File: config.mk
export PLATFORM = sky130hd
export DESIGN_NAME = ini_stream_tokenizer
export DESIGN_NICKNAME = d
export VERILOG_FILES = /design/src/rtl/ist_pkg.sv /design/src/rtl/ist_ctrl.sv /design/src/rtl/ist_dp.sv /design/src/rtl/ini_stream_tokenizer.sv
export SDC_FILE = /design/constraint.sdc
export NUM_CORES = 1
export LEC_CHECK = 0
export BUFFER_PORTS_ARGS = -buffer_cell sky130_fd_sc_hd__buf_2
export CAP_MARGIN = 20
export CORE_MARGIN = 1.5
export CORE_UTILIZATION = 58
export CTS_BUF_LIST = sky130_fd_sc_hd__clkbuf_8
export DETAILED_ROUTE_END_ITERATION = 8
export GPL_ROUTABILITY_DRIVEN = 0
export PLACE_DENSITY = 0.79
export SLEW_MARGIN = 20
export SYNTH_ARGS = -nofsm -noshare
export SYNTH_HDL_FRONTEND = slang
export SYNTH_SLANG_ARGS = --single-unit
File: constraint.sdc
create_clock -name clk -period 2.5 [get_ports clk]
set_input_delay 0.375 -clock clk [delete_from_list [all_inputs] [get_ports clk]]
set_output_delay 0.375 -clock clk [all_outputs]
set_load 0.1 [all_outputs]
File: src/rtl/ist_pkg.sv
// ----------------------------------------------------------------------------
// ist_pkg
// Shared types, character codes and helpers for the INI stream tokenizer.
// ----------------------------------------------------------------------------
package ist_pkg;

  // Held whitespace buffer
  localparam int HeldDepth = 16;
  localparam int CntW      = $clog2(HeldDepth + 1);
  localparam int IdxW      = (HeldDepth > 1) ? $clog2(HeldDepth) : 1;

  localparam logic [7:0] BreakReset = 8'd59;

  // Character codes
  localparam logic [7:0] ChLBrack    = 8'h5B;
  localparam logic [7:0] ChRBrack    = 8'h5D;
  localparam logic [7:0] ChEquals    = 8'h3D;
  localparam logic [7:0] ChDot       = 8'h2E;
  localparam logic [7:0] ChSlash     = 8'h2F;
  localparam logic [7:0] ChSemi      = 8'h3B;
  localparam logic [7:0] ChQuote     = 8'h22;
  localparam logic [7:0] ChBackslash = 8'h5C;
  localparam logic [7:0] ChSpace     = 8'h20;
  localparam logic [7:0] ChTab       = 8'h09;
  localparam logic [7:0] ChLf        = 8'h0A;
  localparam logic [7:0] ChVt        = 8'h0B;
  localparam logic [7:0] ChFf        = 8'h0C;
  localparam logic [7:0] ChCr        = 8'h0D;

  typedef enum logic [2:0] {
    M_INIT    = 3'd0,
    M_COMMENT = 3'd1,
    M_SECTION = 3'd2,
    M_KEY     = 3'd3,
    M_VALUE   = 3'd4
  } mode_t;

  typedef enum logic [1:0] {
    KIND_SECTION = 2'd0,
    KIND_KEY     = 2'd1,
    KIND_VALUE   = 2'd2
  } kind_t;

  typedef enum logic [1:0] {
    MARK_CHAR    = 2'd0,
    MARK_DONE    = 2'd1,
    MARK_DISCARD = 2'd2
  } mark_t;

  // What an accepted byte asks of the output side
  typedef enum logic [1:0] {
    ACT_NONE  = 2'd0,
    ACT_ONE   = 2'd1,
    ACT_FLUSH = 2'd2
  } act_t;

  typedef enum logic {
    ST_IDLE  = 1'b0,
    ST_FLUSH = 1'b1
  } ctrl_state_t;

  typedef struct packed {
    logic take;
    logic load_direct;
    logic load_held;
    logic load_pend;
  } ist_cmd_t;

  typedef struct packed {
    act_t act;
    logic flush_end;
    logic slot_free;
  } ist_sts_t;

  function automatic logic is_ws(input logic [7:0] c);
    return (c == ChSpace) || (c == ChTab) || (c == ChLf) ||
           (c == ChVt) || (c == ChFf) || (c == ChCr);
  endfunction

  function automatic logic is_eol(input logic [7:0] c);
    return (c == ChLf) || (c == ChCr) || (c == ChVt);
  endfunction

endpackage

File: src/rtl/ist_ctrl.sv
// ----------------------------------------------------------------------------
// ist_ctrl
// Sequencer: takes bytes, and walks the held whitespace out before a character.
// ----------------------------------------------------------------------------
module ist_ctrl import ist_pkg::*; (
  input  logic     clk,
  input  logic     rst_n,
  input  logic     in_valid,
  output logic     in_ready,
  input  ist_sts_t sts,
  output ist_cmd_t cmd
);

  ctrl_state_t state_r, state_nxt;

  always_ff @(posedge clk) begin
    if (!rst_n) begin
      state_r <= ST_IDLE;
    end else begin
      state_r <= state_nxt;
    end
  end

  // Next state
  always_comb begin
    state_nxt = state_r;
    case (state_r)
      ST_IDLE: begin
        if (in_valid && sts.slot_free && (sts.act == ACT_FLUSH)) begin
          state_nxt = ST_FLUSH;
        end
      end
      ST_FLUSH: begin
        if (sts.slot_free && sts.flush_end) begin
          state_nxt = ST_IDLE;
        end
      end
      default: state_nxt = ST_IDLE;
    endcase
  end

  // Outputs
  always_comb begin
    cmd      = '0;
    in_ready = 1'b0;
    case (state_r)
      ST_IDLE: begin
        in_ready         = sts.slot_free;
        cmd.take         = in_valid && sts.slot_free;
        cmd.load_direct  = cmd.take && (sts.act == ACT_ONE);
      end
      ST_FLUSH: begin
        cmd.load_held = sts.slot_free && !sts.flush_end;
        cmd.load_pend = sts.slot_free && sts.flush_end;
      end
      default: begin
        cmd      = '0;
        in_ready = 1'b0;
      end
    endcase
  end

endmodule

File: src/rtl/ist_dp.sv
// ----------------------------------------------------------------------------
// ist_dp
// Parser state, byte decode, held whitespace buffer and output register.
// ----------------------------------------------------------------------------
module ist_dp import ist_pkg::*; (
  input  logic       clk,
  input  logic       rst_n,
  input  logic       cfg_we,
  input  logic [7:0] cfg_wdata,
  input  logic [7:0] in_byte,
  input  ist_cmd_t   cmd,
  output ist_sts_t   sts,
  input  logic       out_ready,
  output logic       out_valid,
  output logic [7:0] out_char,
  output logic [1:0] token_kind,
  output logic [1:0] mark,
  output logic       space_overflow,
  output logic       last
);

  // Parser state
  logic [7:0]      brk_r;
  mode_t           mode_r, mode_nxt, mode_n;
  logic            esc_r, esc_nxt;
  logic            quo_r, quo_nxt;
  logic            begun_r;
  logic [CntW-1:0] cnt_r;
  logic            drop_r;
  logic [7:0]      held_r [HeldDepth];

  // Pending character behind a flush
  logic [7:0]      pend_ch_r;
  kind_t           pend_kind_r;
  logic            pend_ovf_r;
  logic [CntW-1:0] pend_cnt_r;
  logic [CntW-1:0] idx_r;

  // Output register
  logic            out_valid_r, out_valid_nxt;
  logic [7:0]      out_char_r;
  kind_t           out_kind_r;
  mark_t           out_mark_r;
  logic            out_ovf_r;
  logic            out_last_r;

  // Decode results
  logic  do_emit, do_fin, do_hold, quo_t;
  logic [7:0] e_ch;
  kind_t e_kind, f_kind;
  mark_t f_mark;
  logic  ovf_char;

  always_comb begin
    case (mode_r)
      M_COMMENT, M_SECTION, M_KEY, M_VALUE: mode_n = mode_r;
      default:                              mode_n = M_INIT;
    endcase
  end

  always_comb begin
    do_emit  = 1'b0;
    do_fin   = 1'b0;
    do_hold  = 1'b0;
    e_ch     = in_byte;
    e_kind   = KIND_KEY;
    f_kind   = KIND_KEY;
    f_mark   = MARK_DONE;
    mode_nxt = mode_n;
    esc_nxt  = esc_r;
    quo_nxt  = quo_r;
    quo_t    = quo_r;
    if (esc_r) begin
      // Escaped byte: literal everywhere, ignored in comments
      esc_nxt = 1'b0;
      case (mode_n)
        M_INIT: begin
          mode_nxt = M_KEY;
          do_emit  = 1'b1;
        end
        M_SECTION: begin
          do_emit = 1'b1;
          e_kind  = KIND_SECTION;
        end
        M_KEY:   do_emit = 1'b1;
        M_VALUE: begin
          do_emit = 1'b1;
          e_kind  = KIND_VALUE;
        end
        default: do_emit = 1'b0;
      endcase
    end else if (in_byte == ChBackslash) begin
      esc_nxt = 1'b1;
    end else begin
      case (mode_n)
        M_INIT: begin
          if (in_byte == ChLBrack) begin
            mode_nxt = M_SECTION;
          end else if (in_byte == ChSemi) begin
            mode_nxt = M_COMMENT;
          end else if (!is_ws(in_byte)) begin
            mode_nxt = M_KEY;
            do_emit  = 1'b1;
            e_ch     = (in_byte == ChDot) ? ChSlash : in_byte;
          end
        end
        M_COMMENT: begin
          if (is_eol(in_byte)) mode_nxt = M_INIT;
        end
        M_SECTION: begin
          e_kind = KIND_SECTION;
          f_kind = KIND_SECTION;
          if (in_byte == ChRBrack) begin
            do_fin   = 1'b1;
            mode_nxt = M_INIT;
          end else if (is_ws(in_byte)) begin
            do_hold = 1'b1;
          end else begin
            do_emit = 1'b1;
          end
        end
        M_KEY: begin
          if (in_byte == ChEquals) begin
            do_fin   = 1'b1;
            mode_nxt = M_VALUE;
            quo_nxt  = 1'b0;
          end else if (is_eol(in_byte)) begin
            do_fin   = 1'b1;
            f_mark   = MARK_DISCARD;
            mode_nxt = M_INIT;
          end else if (in_byte == ChSemi) begin
            do_fin   = 1'b1;
            f_mark   = MARK_DISCARD;
            mode_nxt = M_COMMENT;
          end else if (in_byte == ChDot) begin
            do_emit = 1'b1;
            e_ch    = ChSlash;
          end else if (is_ws(in_byte)) begin
            do_hold = 1'b1;
          end else begin
            do_emit = 1'b1;
          end
        end
        M_VALUE: begin
          e_kind  = KIND_VALUE;
          f_kind  = KIND_VALUE;
          quo_t   = quo_r ^ (in_byte == ChQuote);
          quo_nxt = quo_t;
          if (is_eol(in_byte) ||
              (!quo_t && ((in_byte == ChSemi) || (in_byte == brk_r)))) begin
            do_fin   = 1'b1;
            mode_nxt = ((in_byte != brk_r) && (in_byte == ChSemi)) ? M_COMMENT : M_INIT;
          end else if (is_ws(in_byte)) begin
            do_hold = 1'b1;
          end else begin
            do_emit = 1'b1;
          end
        end
        default: mode_nxt = M_INIT;
      endcase
    end
  end

  assign ovf_char = begun_r && drop_r;

  always_comb begin
    sts.act = ACT_NONE;
    if (do_fin) begin
      sts.act = ACT_ONE;
    end else if (do_emit) begin
      sts.act = (begun_r && (cnt_r != '0)) ? ACT_FLUSH : ACT_ONE;
    end
    sts.flush_end = (idx_r == pend_cnt_r);
    sts.slot_free = !out_valid_r || out_ready;
  end

  // Control registers
  always_ff @(posedge clk) begin
    if (!rst_n) begin
      brk_r   <= BreakReset;
      mode_r  <= M_INIT;
      esc_r   <= 1'b0;
      quo_r   <= 1'b0;
      begun_r <= 1'b0;
      cnt_r   <= '0;
      drop_r  <= 1'b0;
    end else begin
      if (cfg_we) brk_r <= cfg_wdata;
      if (cmd.take) begin
        mode_r <= mode_nxt;
        esc_r  <= esc_nxt;
        quo_r  <= quo_nxt;
        if (do_emit) begin
          begun_r <= 1'b1;
          cnt_r   <= '0;
          drop_r  <= 1'b0;
        end else if (do_fin) begin
          begun_r <= 1'b0;
          cnt_r   <= '0;
          drop_r  <= 1'b0;
        end else if (do_hold && begun_r) begin
          if (cnt_r < CntW'(HeldDepth)) begin
            cnt_r <= cnt_r + CntW'(1);
          end else begin
            drop_r <= 1'b1;
          end
        end
      end
    end
  end

  // Held whitespace store and flush bookkeeping
  always_ff @(posedge clk) begin
    if (cmd.take && do_hold && begun_r && (cnt_r < CntW'(HeldDepth))) begin
      held_r[cnt_r[IdxW-1:0]] <= in_byte;
    end
    if (cmd.take && do_emit) begin
      pend_ch_r   <= e_ch;
      pend_kind_r <= e_kind;
      pend_ovf_r  <= ovf_char;
      pend_cnt_r  <= cnt_r;
      idx_r       <= '0;
    end else if (cmd.load_held) begin
      idx_r <= idx_r + CntW'(1);
    end
  end

  // Output register
  always_comb begin
    out_valid_nxt = out_valid_r && !out_ready;
    if (cmd.load_direct || cmd.load_held || cmd.load_pend) out_valid_nxt = 1'b1;
  end

  always_ff @(posedge clk) begin
    if (!rst_n) begin
      out_valid_r <= 1'b0;
    end else begin
      out_valid_r <= out_valid_nxt;
    end
  end

  always_ff @(posedge clk) begin
    if (cmd.load_direct) begin
      out_last_r <= 1'b1;
      if (do_fin) begin
        out_char_r <= '0;
        out_kind_r <= f_kind;
        out_mark_r <= f_mark;
        out_ovf_r  <= 1'b0;
      end else begin
        out_char_r <= e_ch;
        out_kind_r <= e_kind;
        out_mark_r <= MARK_CHAR;
        out_ovf_r  <= ovf_char;
      end
    end else if (cmd.load_held) begin
      out_char_r <= held_r[idx_r[IdxW-1:0]];
      out_kind_r <= pend_kind_r;
      out_mark_r <= MARK_CHAR;
      out_ovf_r  <= pend_ovf_r;
      out_last_r <= 1'b0;
    end else if (cmd.load_pend) begin
      out_char_r <= pend_ch_r;
      out_kind_r <= pend_kind_r;
      out_mark_r <= MARK_CHAR;
      out_ovf_r  <= pend_ovf_r;
      out_last_r <= 1'b1;
    end
  end

  assign out_valid      = out_valid_r;
  assign out_char       = out_char_r;
  assign token_kind     = out_kind_r;
  assign mark           = out_mark_r;
  assign space_overflow = out_ovf_r;
  assign last           = out_last_r;

endmodule

File: src/rtl/ini_stream_tokenizer.sv
// ----------------------------------------------------------------------------
// ini_stream_tokenizer
// Streaming INI tokenizer: one text byte in, tagged token beats out.
// ----------------------------------------------------------------------------
// One text byte enters per input beat and yields zero or more result beats:
// characters of section names, keys and values, each tagged with its kind,
// plus a completion or discard mark at the end of a token. Bytes that give
// no result or a single result are taken one per cycle as long as the result
// side keeps draining the single output register. A byte that follows held
// inner whitespace of a token first walks that whitespace out of the
// 16-entry hold buffer, one beat per cycle while the result side drains;
// the input is not ready until that byte itself has been loaded.
// The break character register may be written at any time the block is idle;
// it resets to a semicolon. There is no clearing pass after reset.
// ----------------------------------------------------------------------------
module ini_stream_tokenizer import ist_pkg::*; (
  input  logic       clk,
  input  logic       rst_n,
  // Configuration: break_char
  input  logic       cfg_we,
  input  logic [7:0] cfg_wdata,
  // Text in
  input  logic       in_tvalid,
  output logic       in_tready,
  input  logic [7:0] in_tdata,   // [7:0] in_byte
  // Tokens out
  output logic       out_tvalid,
  input  logic       out_tready,
  output logic [7:0] out_tdata,  // [7:0] out_char
  output logic [4:0] out_tuser,  // [1:0] token_kind, [3:2] mark, [4] space_overflow
  output logic       out_tlast   // last beat caused by the input byte
);

  ist_cmd_t   cmd;
  ist_sts_t   sts;
  logic [1:0] kind_w;
  logic [1:0] mark_w;
  logic       ovf_w;

  // Sequencer: hold input while a flush is under way
  ist_ctrl u_ctrl (
    .clk      (clk),
    .rst_n    (rst_n),
    .in_valid (in_tvalid),
    .in_ready (in_tready),
    .sts      (sts),
    .cmd      (cmd)
  );

  // Parser, hold buffer and output register
  ist_dp u_dp (
    .clk            (clk),
    .rst_n          (rst_n),
    .cfg_we         (cfg_we),
    .cfg_wdata      (cfg_wdata),
    .in_byte        (in_tdata),
    .cmd            (cmd),
    .sts            (sts),
    .out_ready      (out_tready),
    .out_valid      (out_tvalid),
    .out_char       (out_tdata),
    .token_kind     (kind_w),
    .mark           (mark_w),
    .space_overflow (ovf_w),
    .last           (out_tlast)
  );

  // Pack the tags, kind in the lowest bits
  assign out_tuser = {ovf_w, mark_w, kind_w};

endmodule

==> results of run 1 <==
[timing repair]
item / CTS / global route
setup buffers: 0 / 0
setup endpoints to repair: 8 / 60
gates resized for setup: 1 / 6
cloned: 0 / 0
pin swaps: 0 / 1
[final timing paths]
| kind | startpoint | end | slack [ns] | cells past startpoint |
|---|---|---|---|---|
| hold / removal | cfg_wdata[5] | u_dp.brk_r[5] | 0.12 | 3 |
| setup / recovery | u_dp.mode_r[1] | u_dp.held_r[11][5] | 0.11 | 8 |
| setup reg to reg | u_dp.mode_r[1] | u_dp.held_r[11][5] | 0.11 | 8 |
| hold reg to reg | u_dp.drop_r | u_dp.drop_r | 0.51 | 2 |
[through the flow]
stage          setup TNS [ns]  std cells  total power, W  instance area, µm²
2_1_floorplan          -0.211        546         0.00410                8360
3_5_place_dp           -27.04        796         0.00433                9210
4_1_cts                     0        828         0.00626                9600
5_1_grt                     0        828         0.00642                9640
6_report                    0        829         0.00624                9640
3_3_place_gp           -16.19        796         0.00430                9210
[power by group through the flow]
stage | clock network [W] | logic (W) | registers (W)
6_report | 0.00197 | 0.000734 | 0.00353
5_1_grt | 0.00211 | 0.000773 | 0.00354
4_1_cts | 0.00200 | 0.000724 | 0.00353
2_1_floorplan | 0 | 0.000300 | 0.00380
3_5_place_dp | 0 | 0.000722 | 0.00360
3_3_place_gp | 0 | 0.000699 | 0.00360
[critical path, stage by stage (launching register included)]
cell and delay, ns:
dfxtp_1 0.45, nor2b_1 0.23, and2_1 0.24, a41oi_1 0.14
buf_4 0.18, a2111oi_4 0.33, buf_4 0.19, and2_1 0.19
buf_12 0.14
[cell type report]
class / instances / area [µm²] / share of cell area [%]
Multi-Input combinational cell: 311 / 2830 / 29.3
Clock inverter: 13 / 129 / 1.34
Inverter: 8 / 30.0 / 0.311
Tap cell: 180 / 225 / 2.34
Clock buffer: 19 / 262 / 2.71
Antenna cell: 1 / 2.50 / 0.0259
Timing Repair Buffer: 108 / 808 / 8.38
Sequential cell: 189 / 5360 / 55.6
[registers in the layout (all words and copies together), names as in the netlist, named ones only]
name                 count
u_ctrl.state_r           1
u_dp.begun_r             1
u_dp.brk_r               8
u_dp.cnt_r               5
u_dp.drop_r              1
u_dp.esc_r               1
u_dp.held_r            128
u_dp.idx_r               5
u_dp.last                1
u_dp.mark                2
u_dp.mode_r              3
u_dp.out_char            8
u_dp.out_valid           1
u_dp.pend_ch_r           8
u_dp.pend_cnt_r          5
u_dp.pend_kind_r         2
u_dp.pend_ovf_r          1
u_dp.quo_r               1
u_dp.space_overflow      1
u_dp.token_kind          2
[kinds of logic after synthesis]
group,Yosys count
AND/OR/NAND/NOR,139
buffers and inverters,46
AO/OA/AOI/OAI,76
multiplexers,69
XOR/XNOR,22
adder cells (fa/ha/maj),5
flip-flops,189
[routing by layer]
layer / share of wire [%] / routed length [µm] / up-vias / GRT usage (%)
li1: - / - / 2279 / -
met1: 40 / 7180 / 2536 / 32.1
met2: 51 / 9270 / 215 / 42.6
met3: 6.3 / 1140 / 33 / 5.30
met4: 2.5 / 446 / 0 / 11.0
met5: 0 / 0 / - / 0
[cells in the mapped netlist, types with 3 or more instances]
cell | n | area share (%)
nand3_1 | 10 | 0.60
nor4_1 | 3 | 0.23
a211oi_2 | 3 | 0.45
buf_1 | 4 | 0.18
and2_1 | 13 | 0.98
xnor2_1 | 6 | 0.63
mux2i_1 | 34 | 4.1
clkbuf_1 | 18 | 0.81
o21ai_0 | 9 | 0.54
buf_6 | 4 | 0.54
nand4_1 | 5 | 0.38
nor3_1 | 6 | 0.36
nand2b_1 | 7 | 0.53
and3_1 | 9 | 0.68
nor2b_1 | 21 | 1.6
mux4_2 | 32 | 8.7
inv_1 | 8 | 0.36
nand2_1 | 31 | 1.4
dfxtp_1 | 32 | 7.7
xor2_1 | 16 | 1.7
o21ai_1 | 4 | 0.24
and4b_1 | 3 | 0.36
a211oi_1 | 10 | 0.90
nor2_1 | 16 | 0.72
a21oi_1 | 20 | 1.2
a31oi_1 | 6 | 0.45
ha_1 | 5 | 0.75
edfxtp_1 | 157 | 57
buf_2 | 11 | 0.66
[placed cells by master (no fill, tap or decap), types with 4 or more instances in the layout]
cell / instances
a211oi_1: 8
buf_2: 36
a31oi_1: 6
buf_4: 65
a21oi_1: 20
ha_1: 5
xnor2_1: 6
mux4_2: 32
nand3_1: 9
clkbuf_8: 19
mux2i_1: 34
nand2b_1: 7
nand2_1: 29
nor2b_1: 19
o21ai_1: 4
and2_1: 13
edfxtp_1: 157
dfxtp_1: 30
a211oi_2: 5
and3_2: 6
xor2_1: 16
o21ai_0: 9
nand4_1: 5
inv_1: 12
nor3_1: 4
buf_12: 7
nor2_1: 16
==> run_results.csv, run 1 <==
group,metric,value,unit
flow_run,max_cap_viol_count,0,
clocking,cts_buffers,17,
synthesis,synth-warning-count,0,
drt,routed_wl,18000,µm
synthesis,postSynthCellCount,546,
timing,worst_slack,0.110,ns
drt,wl_per_cell,21.7,µm
floorplanning,die_w,123,µm
synthesis,synth_edf_count,157,
worst_hold_path,hp-class,"in2reg",
synthesis,synth-xor-area-share,2.31,%
timing,setup_viol,0,
floorplanning,fp-row-count,43,
power_and_ir_drop,switching_share,25.6,%
synthesis,synth-compound-area-share,7.18,%
grt,grt_pass1_wl,27500,µm
floorplanning,dieArea,15100,µm²
synthesis,synthesis.nets,572,
finish,post-route-util,69.2,%
synthesis,yosys.area_share.simple,9.69,%
timing,fin_crit,2.39,ns
drt,vias,5063,
synthesis,synth_seq_cells,189,
timing,tightest_slew,0.735,ns
outcome,status,"finished, final reports clean",
timing,finalHoldViolations,0,
placement,portBuffers,36,
floorplanning,core,13900,µm²
critical_path,crit_path_end_kind,"flop",
clocking,cts_root_buffer,"clkbuf_8",
timing,relSlewSlack,50.6,%
clocking,clock_latency,0.47,ns
power_and_ir_drop,comb_power_share,11.8,%
grt,grt_pass1_vias,5069,
placement,dp_hpwl,12600,µm
finish,nets,661,
synthesis,synth_top_family_by_area,"multiplexers",
clocking,cts_tree,"built",
power_and_ir_drop,intPower,0.00464,W
finish,drive_above_1_share,32.1,%
grt,grt_usage,25.4,%
power_and_ir_drop,p_switching,0.00160,W
finish,area_growth,15.8,%
timing,hold_slack,0.120,ns
critical_path,cp-start-kind,"flop",
drt,drtIter0Drc,458,
power_and_ir_drop,p_leak,3.36,nW
clocking,htreeDepth,4,
synthesis,synth_flop_cell,"edfxtp_1",
grt,grt-ovfl-total,0,
timing,period_share,95.6,%
power_and_ir_drop,ir_drop,336,µV
synthesis,synth_fa_ha_area_share,0.751,%
drt,via_per_inst,6.11,
critical_path,path_max_fanout,8,
grt,antenna_found_initial,0,
power_and_ir_drop,clkPwrFrac,31.6,%
clocking,max-clock-path-buffers,2,
critical_path,path_class,"reg2reg",
drt,antenna_left,0,
floorplanning,die_h,123,µm
floorplanning,floorplan.initialDensity,59.8,%
clocking,hold_buffers,0,
synthesis,synthMuxAreaShare,13.1,%
clocking,clock_sinks,189,
synthesis,syn-cell-area,8330,µm²
critical_path,crit_required,2.68,ns
synthesis,synthArstFlopShare,0,%
timing,skew,0.0162,ns
synthesis,ys_types,63,
synthesis,ys_seq_area_share,64.3,%
floorplanning,ios,37,
critical_path,cp_data_arrival_time,2.57,ns
drt,first_pass_iters,5,
finish,fillers,903,
timing,max_freq,418,MHz
power_and_ir_drop,p_seq_share,56.6,%
synthesis,synth_area_per_cell,15.3,µm²
power_and_ir_drop,p_per_area,647,nW/µm²
grt,grt_max_degree,33,
timing,slew_viol_final,0,
placement,place_ws,-0.268,ns
drt,drc_errors,0,
timing,rsz0062_at_grt,"false",
clocking,path_clk_slew,0.10,ns
Power figures use the tool's default switching activity.
==> run 2: changes to the inputs <==
--- a/config.mk
+++ b/config.mk
@@ -8,11 +8,10 @@
 export BUFFER_PORTS_ARGS = -buffer_cell sky130_fd_sc_hd__buf_2
 export CAP_MARGIN = 20
 export CORE_MARGIN = 1.5
-export CORE_UTILIZATION = 58
+export CORE_UTILIZATION = 44
 export CTS_BUF_LIST = sky130_fd_sc_hd__clkbuf_8
 export DETAILED_ROUTE_END_ITERATION = 8
 export GPL_ROUTABILITY_DRIVEN = 0
-export PLACE_DENSITY = 0.79
 export SLEW_MARGIN = 20
 export SYNTH_ARGS = -nofsm -noshare
 export SYNTH_HDL_FRONTEND = slang
==> run_results.csv, run 2 (same netlist as run 1, synthesis figures left out) <==
group,metric,value,unit
clocking,clock_sinks,189,
drt,drtIter0Drc,256,
finish,final_cells,906,
drt,vias,4967,
finish,final_cell_mix,"edfxtp_1, buf_4, buf_2",
critical_path,cp.depth,9,
flow_run,max_cap_viol_count,0,
power_and_ir_drop,p_per_area,631,nW/µm²
drt,routed_wl,18300,µm
clocking,max-clock-path-buffers,2,
drt,drc_errors,0,
worst_hold_path,hp-class,"in2reg",
placement,portBuffers,36,
clocking,cts_root_buffer,"clkbuf_8",
power_and_ir_drop,p_leak,3.47,nW
finish,nets,685,
finish,drive_above_1_share,37.4,%
critical_path,r2r_slack,0.11,ns
timing,period_share,95.5,%
placement,placed_cells,869,
critical_path,path_class,"reg2reg",
critical_path,cp-start-kind,"flop",
floorplanning,dieArea,19800,µm²
floorplanning,ios,37,
power_and_ir_drop,ir_drop,315,µV
grt,grt_max_degree,33,
critical_path,path_cells,"xor2_2 > nor4_4 > a2111oi_4 > a31oi_4 > buf_4 > a2111oi_4 > buf_4 > and2_4 > buf_12",
clocking,path_clk_slew,0.10,ns
clocking,htreeDepth,4,
drt,wl_per_cell,20.2,µm
drt,via_per_inst,5.48,
floorplanning,core,18600,µm²
finish,post-route-util,53.5,%
critical_path,path_max_fanout,8,
critical_path,cp_top_family,"compound AO/OA/AOI/OAI gates",
finish,area_growth,19.7,%
clocking,cts_buffers,17,
floorplanning,die_w,141,µm
critical_path,r2r-end,"u_dp.held_r[15][4]",
timing,slew_viol_final,0,
placement,dp_hpwl,13100,µm
drt,antenna_left,0,
timing,tightest_slew,0.696,ns
timing,setup_viol,0,
timing,skew,0.0145,ns
grt,grt_use_met2,33.9,%
floorplanning,die_h,141,µm
timing,finalHoldViolations,0,
grt,grt_pass1_vias,5172,
worst_hold_path,min_to,"u_dp.brk_r[0]",
worst_hold_path,holdCritStartpoint,"cfg_wdata[0]",
finish,diodes,0,
clocking,cts_tree,"built",
grt,grt-ovfl-total,0,
grt,top_usage_layer,"met2",
grt,grt_util_met3,3.63,%
critical_path,slowest_stage,"dfxtp_1",
critical_path,crit_path_end_kind,"flop",
timing,relSlewSlack,53.5,%
critical_path,crit_required,2.68,ns
critical_path,r2r_cells,9,
grt,grt_pass1_wl,28900,µm
clocking,clock_latency,0.46,ns
grt,grt.met1_usage,25.4,%
finish,final_common_cell,"edfxtp_1",
floorplanning,fp-row-count,50,
timing,max_freq,419,MHz
grt,grt_usage,19.6,%
grt,antenna_found_initial,0,
outcome,status,"finished, final reports clean",
worst_hold_path,holdPathStages,3,
floorplanning,floorplan.initialDensity,44.7,%
finish,largest_reg_flops,128,
critical_path,path_buf_inv,3,
critical_path,cp_data_arrival_time,2.57,ns
critical_path,cpPeakStageDelay,0.40,ns
timing,fin_crit,2.39,ns
critical_path,r2r_start,"u_dp.brk_r[5]",
drt,first_pass_iters,5,
run 2: how the worst max path moves through the flow:
stage	start	to	slack (ns)
after global placement	in_tdata[7]	u_dp.held_r[15][6]	-0.41
after CTS	u_dp.mode_r[0]	u_dp.held_r[15][4]	-0.08
after detailed placement	in_tdata[7]	u_dp.held_r[4][0]	-0.43
after global routing	u_dp.brk_r[0]	u_dp.held_r[15][1]	-0.02
after floorplan	u_dp.out_valid	u_dp.held_r[0][0]	-0.01
final	u_dp.brk_r[5]	u_dp.held_r[15][4]	0.11
run 2: stage by stage:
stage	setup WS, ns	instance area, µm²	total power, W	hold slack, ns	setup TNS (ns)
2_1_floorplan	-0.0132	8360	0.00410	0.406	-0.211
3_3_place_gp	-0.411	9420	0.00434	0.484	-48.64
3_5_place_dp	-0.434	9420	0.00435	0.493	-55.48
4_1_cts	-0.0783	9830	0.00632	0.106	-2.18
5_1_grt	-0.0219	9970	0.00653	0.112	-0.410
6_report	0.113	9970	0.00629	0.132	0
run 2: tightest hold or removal path: stages:
cell and delay, ns:
buf_2 0.07, mux2i_1 0.05, nand2_1 0.05
run 2: final cells by class:
cell class | instances | area, µm²
timing repair buffer | 132 | 1000
multi-input combinational | 311 | 2880
clock inverter | 15 | 164
sequential | 189 | 5370
fill | 1531 | 8670
inverter | 8 | 30.0
tap | 234 | 293
clock buffer | 17 | 234
run 2: repair_timing:
item | 4_1_cts | 5_1_grt
hold buffers | 0 | 0
setup buffers | 0 | 5
setup endpoints to repair | 56 | 131
pin swaps | 0 | 3
gates resized for setup | 3 | 22
run 2: report_power, final:
part	total (W)	switching, W	internal [W]
clock	0.00200	0.00123	0.000765
combinational	0.000763	0.000530	0.000233
sequential	0.00353	0.0000288	0.00350
run 2: routing by layer:
metal | share of wire, % | up-vias
met1 | 43 | 2511
met5 | 0 | -
met4 | 1.8 | 0
met3 | 3.2 | 22
met2 | 52 | 113
li1 | - | 2321
==> run 3: changes to the inputs <==
--- a/config.mk
+++ b/config.mk
@@ -15,4 +15,5 @@
 export SLEW_MARGIN = 20
 export SYNTH_ARGS = -nofsm -noshare
 export SYNTH_HDL_FRONTEND = slang
+export SYNTH_HIERARCHICAL = 1
 export SYNTH_SLANG_ARGS = --single-unit
==> run_results.csv, run 3 <==
group,metric,value,unit
grt,grt_pass1_wl,30600,µm
clocking,path_clk_slew,0.10,ns
critical_path,crit_required,2.71,ns
drt,routed_wl,20000,µm
critical_path,cpPeakStageDelay,0.52,ns
finish,nets,698,
clocking,hold_buffers,0,
timing,relSlewSlack,55.8,%
grt,grt_pass1_vias,5243,
timing,max_freq,362,MHz
power_and_ir_drop,ir_drop,318,µV
timing,hold_slack,0.118,ns
floorplanning,floorplan.initialDensity,45.3,%
synthesis,postSynthCellCount,542,
clocking,max-clock-path-buffers,2,
synthesis,synthArstFlopShare,0,%
critical_path,path_buf_inv,3,
finish,final_common_cell,"edfxtp_1",
clocking,cts_buffers,17,
clocking,htreeDepth,4,
worst_hold_path,min_to,"u_dp/brk_r[3]",
outcome,violations,"design-rule violations, negative setup slack",
critical_path,cp_data_arrival_time,2.97,ns
synthesis,ys_seq_area_share,65.4,%
finish,diodes,0,
synthesis,synth_flop_cell,"edfxtp_1",
synthesis,synth_edf_count,157,
critical_path,cpMostUsedCell,"buf_6",
drt,first_pass_iters,7,
worst_hold_path,hp-class,"in2reg",
timing,slew_viol_final,0,
drt,drtIter0Drc,505,
flow_run,max_cap_viol_count,0,
critical_path,r2r_cells,9,
finish,final_area,10400,µm²
floorplanning,die_w,139,µm
timing,period_share,111,%
critical_path,crit_path_end_kind,"flop",
worst_hold_path,holdPathStages,3,
drt,wl_per_cell,21.9,µm
critical_path,cp_top_family,"simple AND/OR/NAND/NOR gates",
synthesis,synth_area_per_cell,15.1,µm²
drt,vias,5276,
synthesis,ys_types,69,
grt,grt-ovfl-total,0,
worst_hold_path,holdCritStartpoint,"cfg_wdata[3]",
critical_path,cp-start-kind,"input port",
synthesis,yosysTopAreaCell,"edfxtp_1",
critical_path,path_class,"in2reg",
critical_path,path_cells,"buf_6 > or3_4 > or4_4 > a211oi_4 > nor3_2 > a311o_2 > o21ai_2 > and3b_2 > buf_6 > buf_16 > o22ai_2",
clocking,cts_tree,"built",
floorplanning,dieArea,19400,µm²
placement,dp_hpwl,13900,µm
grt,grt_max_degree,33,
critical_path,slowest_stage,"or4_4",
finish,post-route-util,57.7,%
drt,via_per_inst,5.77,
finish,fillers,1379,
finish,area_growth,27.4,%
grt,antenna_found_initial,0,
synthesis,yosysMostFrequentCell,"edfxtp_1",
floorplanning,ios,37,
timing,skew,0.0133,ns
floorplanning,fp-row-count,49,
timing,finalHoldViolations,0,
finish,largest_reg_flops,128,
floorplanning,core,18100,µm²
synthesis,synthesis.nets,568,
critical_path,r2r-end,"u_dp/out_char[7]",
timing,setup_viol,58,
timing,fin_crit,2.76,ns
grt,grt_usage,21.3,%
critical_path,r2r_slack,-0.23,ns
finish,drive_above_1_share,41.6,%
placement,post_dp_cell_area,9700,µm²
timing,worst_slack,-0.265,ns
synthesis,yosys-top-cells-count,"edfxtp_1, mux4_2, clkbuf_1, nand2_1, nor2_1",
power_and_ir_drop,p_per_area,597,nW/µm²
outcome,status,"finished, violations left",
timing,tightest_slew,0.660,ns
drt,antenna_left,0,
synthesis,synth_seq_cells,189,
synthesis,synth_top_area_share,57.6,%
clocking,cts_root_buffer,"clkbuf_8",
power_and_ir_drop,p_leak,3.57,nW
clocking,clock_sinks,189,
critical_path,path_max_fanout,7,
timing,rsz0062_at_grt,"true",
synthesis,syn-cell-area,8190,µm²
floorplanning,die_h,139,µm
drt,drc_errors,3,
synthesis,ys_top_cells_by_area,"edfxtp_1, mux4_2, dfxtp_1",
synthesis,synth-warning-count,6,
finish,final_cell_mix,"edfxtp_1, buf_4, mux4_2",
critical_path,r2r_start,"u_dp/quo_r",
placement,portBuffers,36,
clocking,clock_latency,0.47,ns
==> run 3: changes by cell type after synthesis, moves of 7 or more <==
cell / change
xor2_1: -10
nor2_1: +19
xnor2_1: +7
o22ai_1: +11
buf_2: -11
nor2b_1: -15
mux2i_1: -16
and3_1: -7
mux4_2: +8
clkbuf_1: +17
a21oi_1: -11
a211oi_1: -9
==> run 3: worst min-delay path: stages <==
cell     delay [ns]
buf_2          0.07
mux2i_1        0.05
nand2_1        0.06
==> run 3: cell families (layout without fill, tap and decap cells) <==
family	Yosys count	in the layout	synth area share (%)
mux	60	60	13.5
simple gates	138	139	8.77
flops	189	189	65.4
fa+ha+maj	5	5	0.764
compound gates	78	78	7.12
xor+xnor	19	19	2.03
buf+inv	53	195	2.47
==> run 3: cell type report <==
| type | count | area, µm² | area share (%) |
|---|---|---|---|
| inverter | 13 | 51.3 | 0.491 |
| tap | 229 | 287 | 2.74 |
| sequential | 189 | 5360 | 51.3 |
| timing repair buffer | 150 | 1380 | 13.2 |
| clock inverter | 15 | 130 | 1.25 |
| clock buffer | 17 | 234 | 2.24 |
| multi-input combinational | 301 | 3000 | 28.8 |
==> run 3: per-stage QoR <==
| stage | power (W) | setup slack [ns] | TNS [ns] | cells |
|---|---|---|---|---|
| final | 0.00624 | -0.265 | -7.33 | 914 |
| after global routing | 0.00647 | -0.284 | -10.54 | 914 |
| after CTS | 0.00625 | -0.169 | -3.56 | 909 |
| after detailed placement | 0.00435 | -0.863 | -114.34 | 870 |
| after global placement | 0.00433 | -0.839 | -111.85 | 870 |
| after floorplan | 0.00409 | -0.556 | -56.63 | 542 |
==> run 3: timing repair <==
| item | in CTS | in global routing |
|---|---|---|
| pin swaps | 3 | 14 |
| endpoints found under the setup margin | 147 | 140 |
| cloned | 1 | 1 |
| gates resized for setup | 23 | 40 |
| buffers inserted | 7 | 7 |
==> run 3: how the worst max path moves through the flow <==
stage	slack [ns]	to	startpoint	cells after the start
floorplan	-0.56	u_dp/out_char[0]	in_tdata[6]	11
global placement	-0.84	u_dp/out_char[1]	in_tdata[4]	11
detailed placement	-0.86	u_dp/token_kind[1]	in_tdata[4]	11
CTS	-0.17	u_dp/token_kind[1]	in_tdata[4]	10
global route	-0.28	u_dp/out_char[7]	u_dp/quo_r	9
finish	-0.26	u_dp/out_char[7]	in_tdata[6]	11
==> run 3: power by group <==
group	switching [W]	leakage, nW	internal (W)
sequential	0.0000375	1.69	0.00349
combinational	0.000545	1.70	0.000298
clock	0.00114	0.181	0.000719
total	0.00173	3.57	0.00451
==> run 3: per-layer routing <==
layer	track usage [%]	up-vias	routed length, µm
li1	-	2381	-
met1	29.4	2705	8540
met2	34.4	170	9960
met3	4.40	20	1210
met4	6.27	0	275
met5	0	-	0
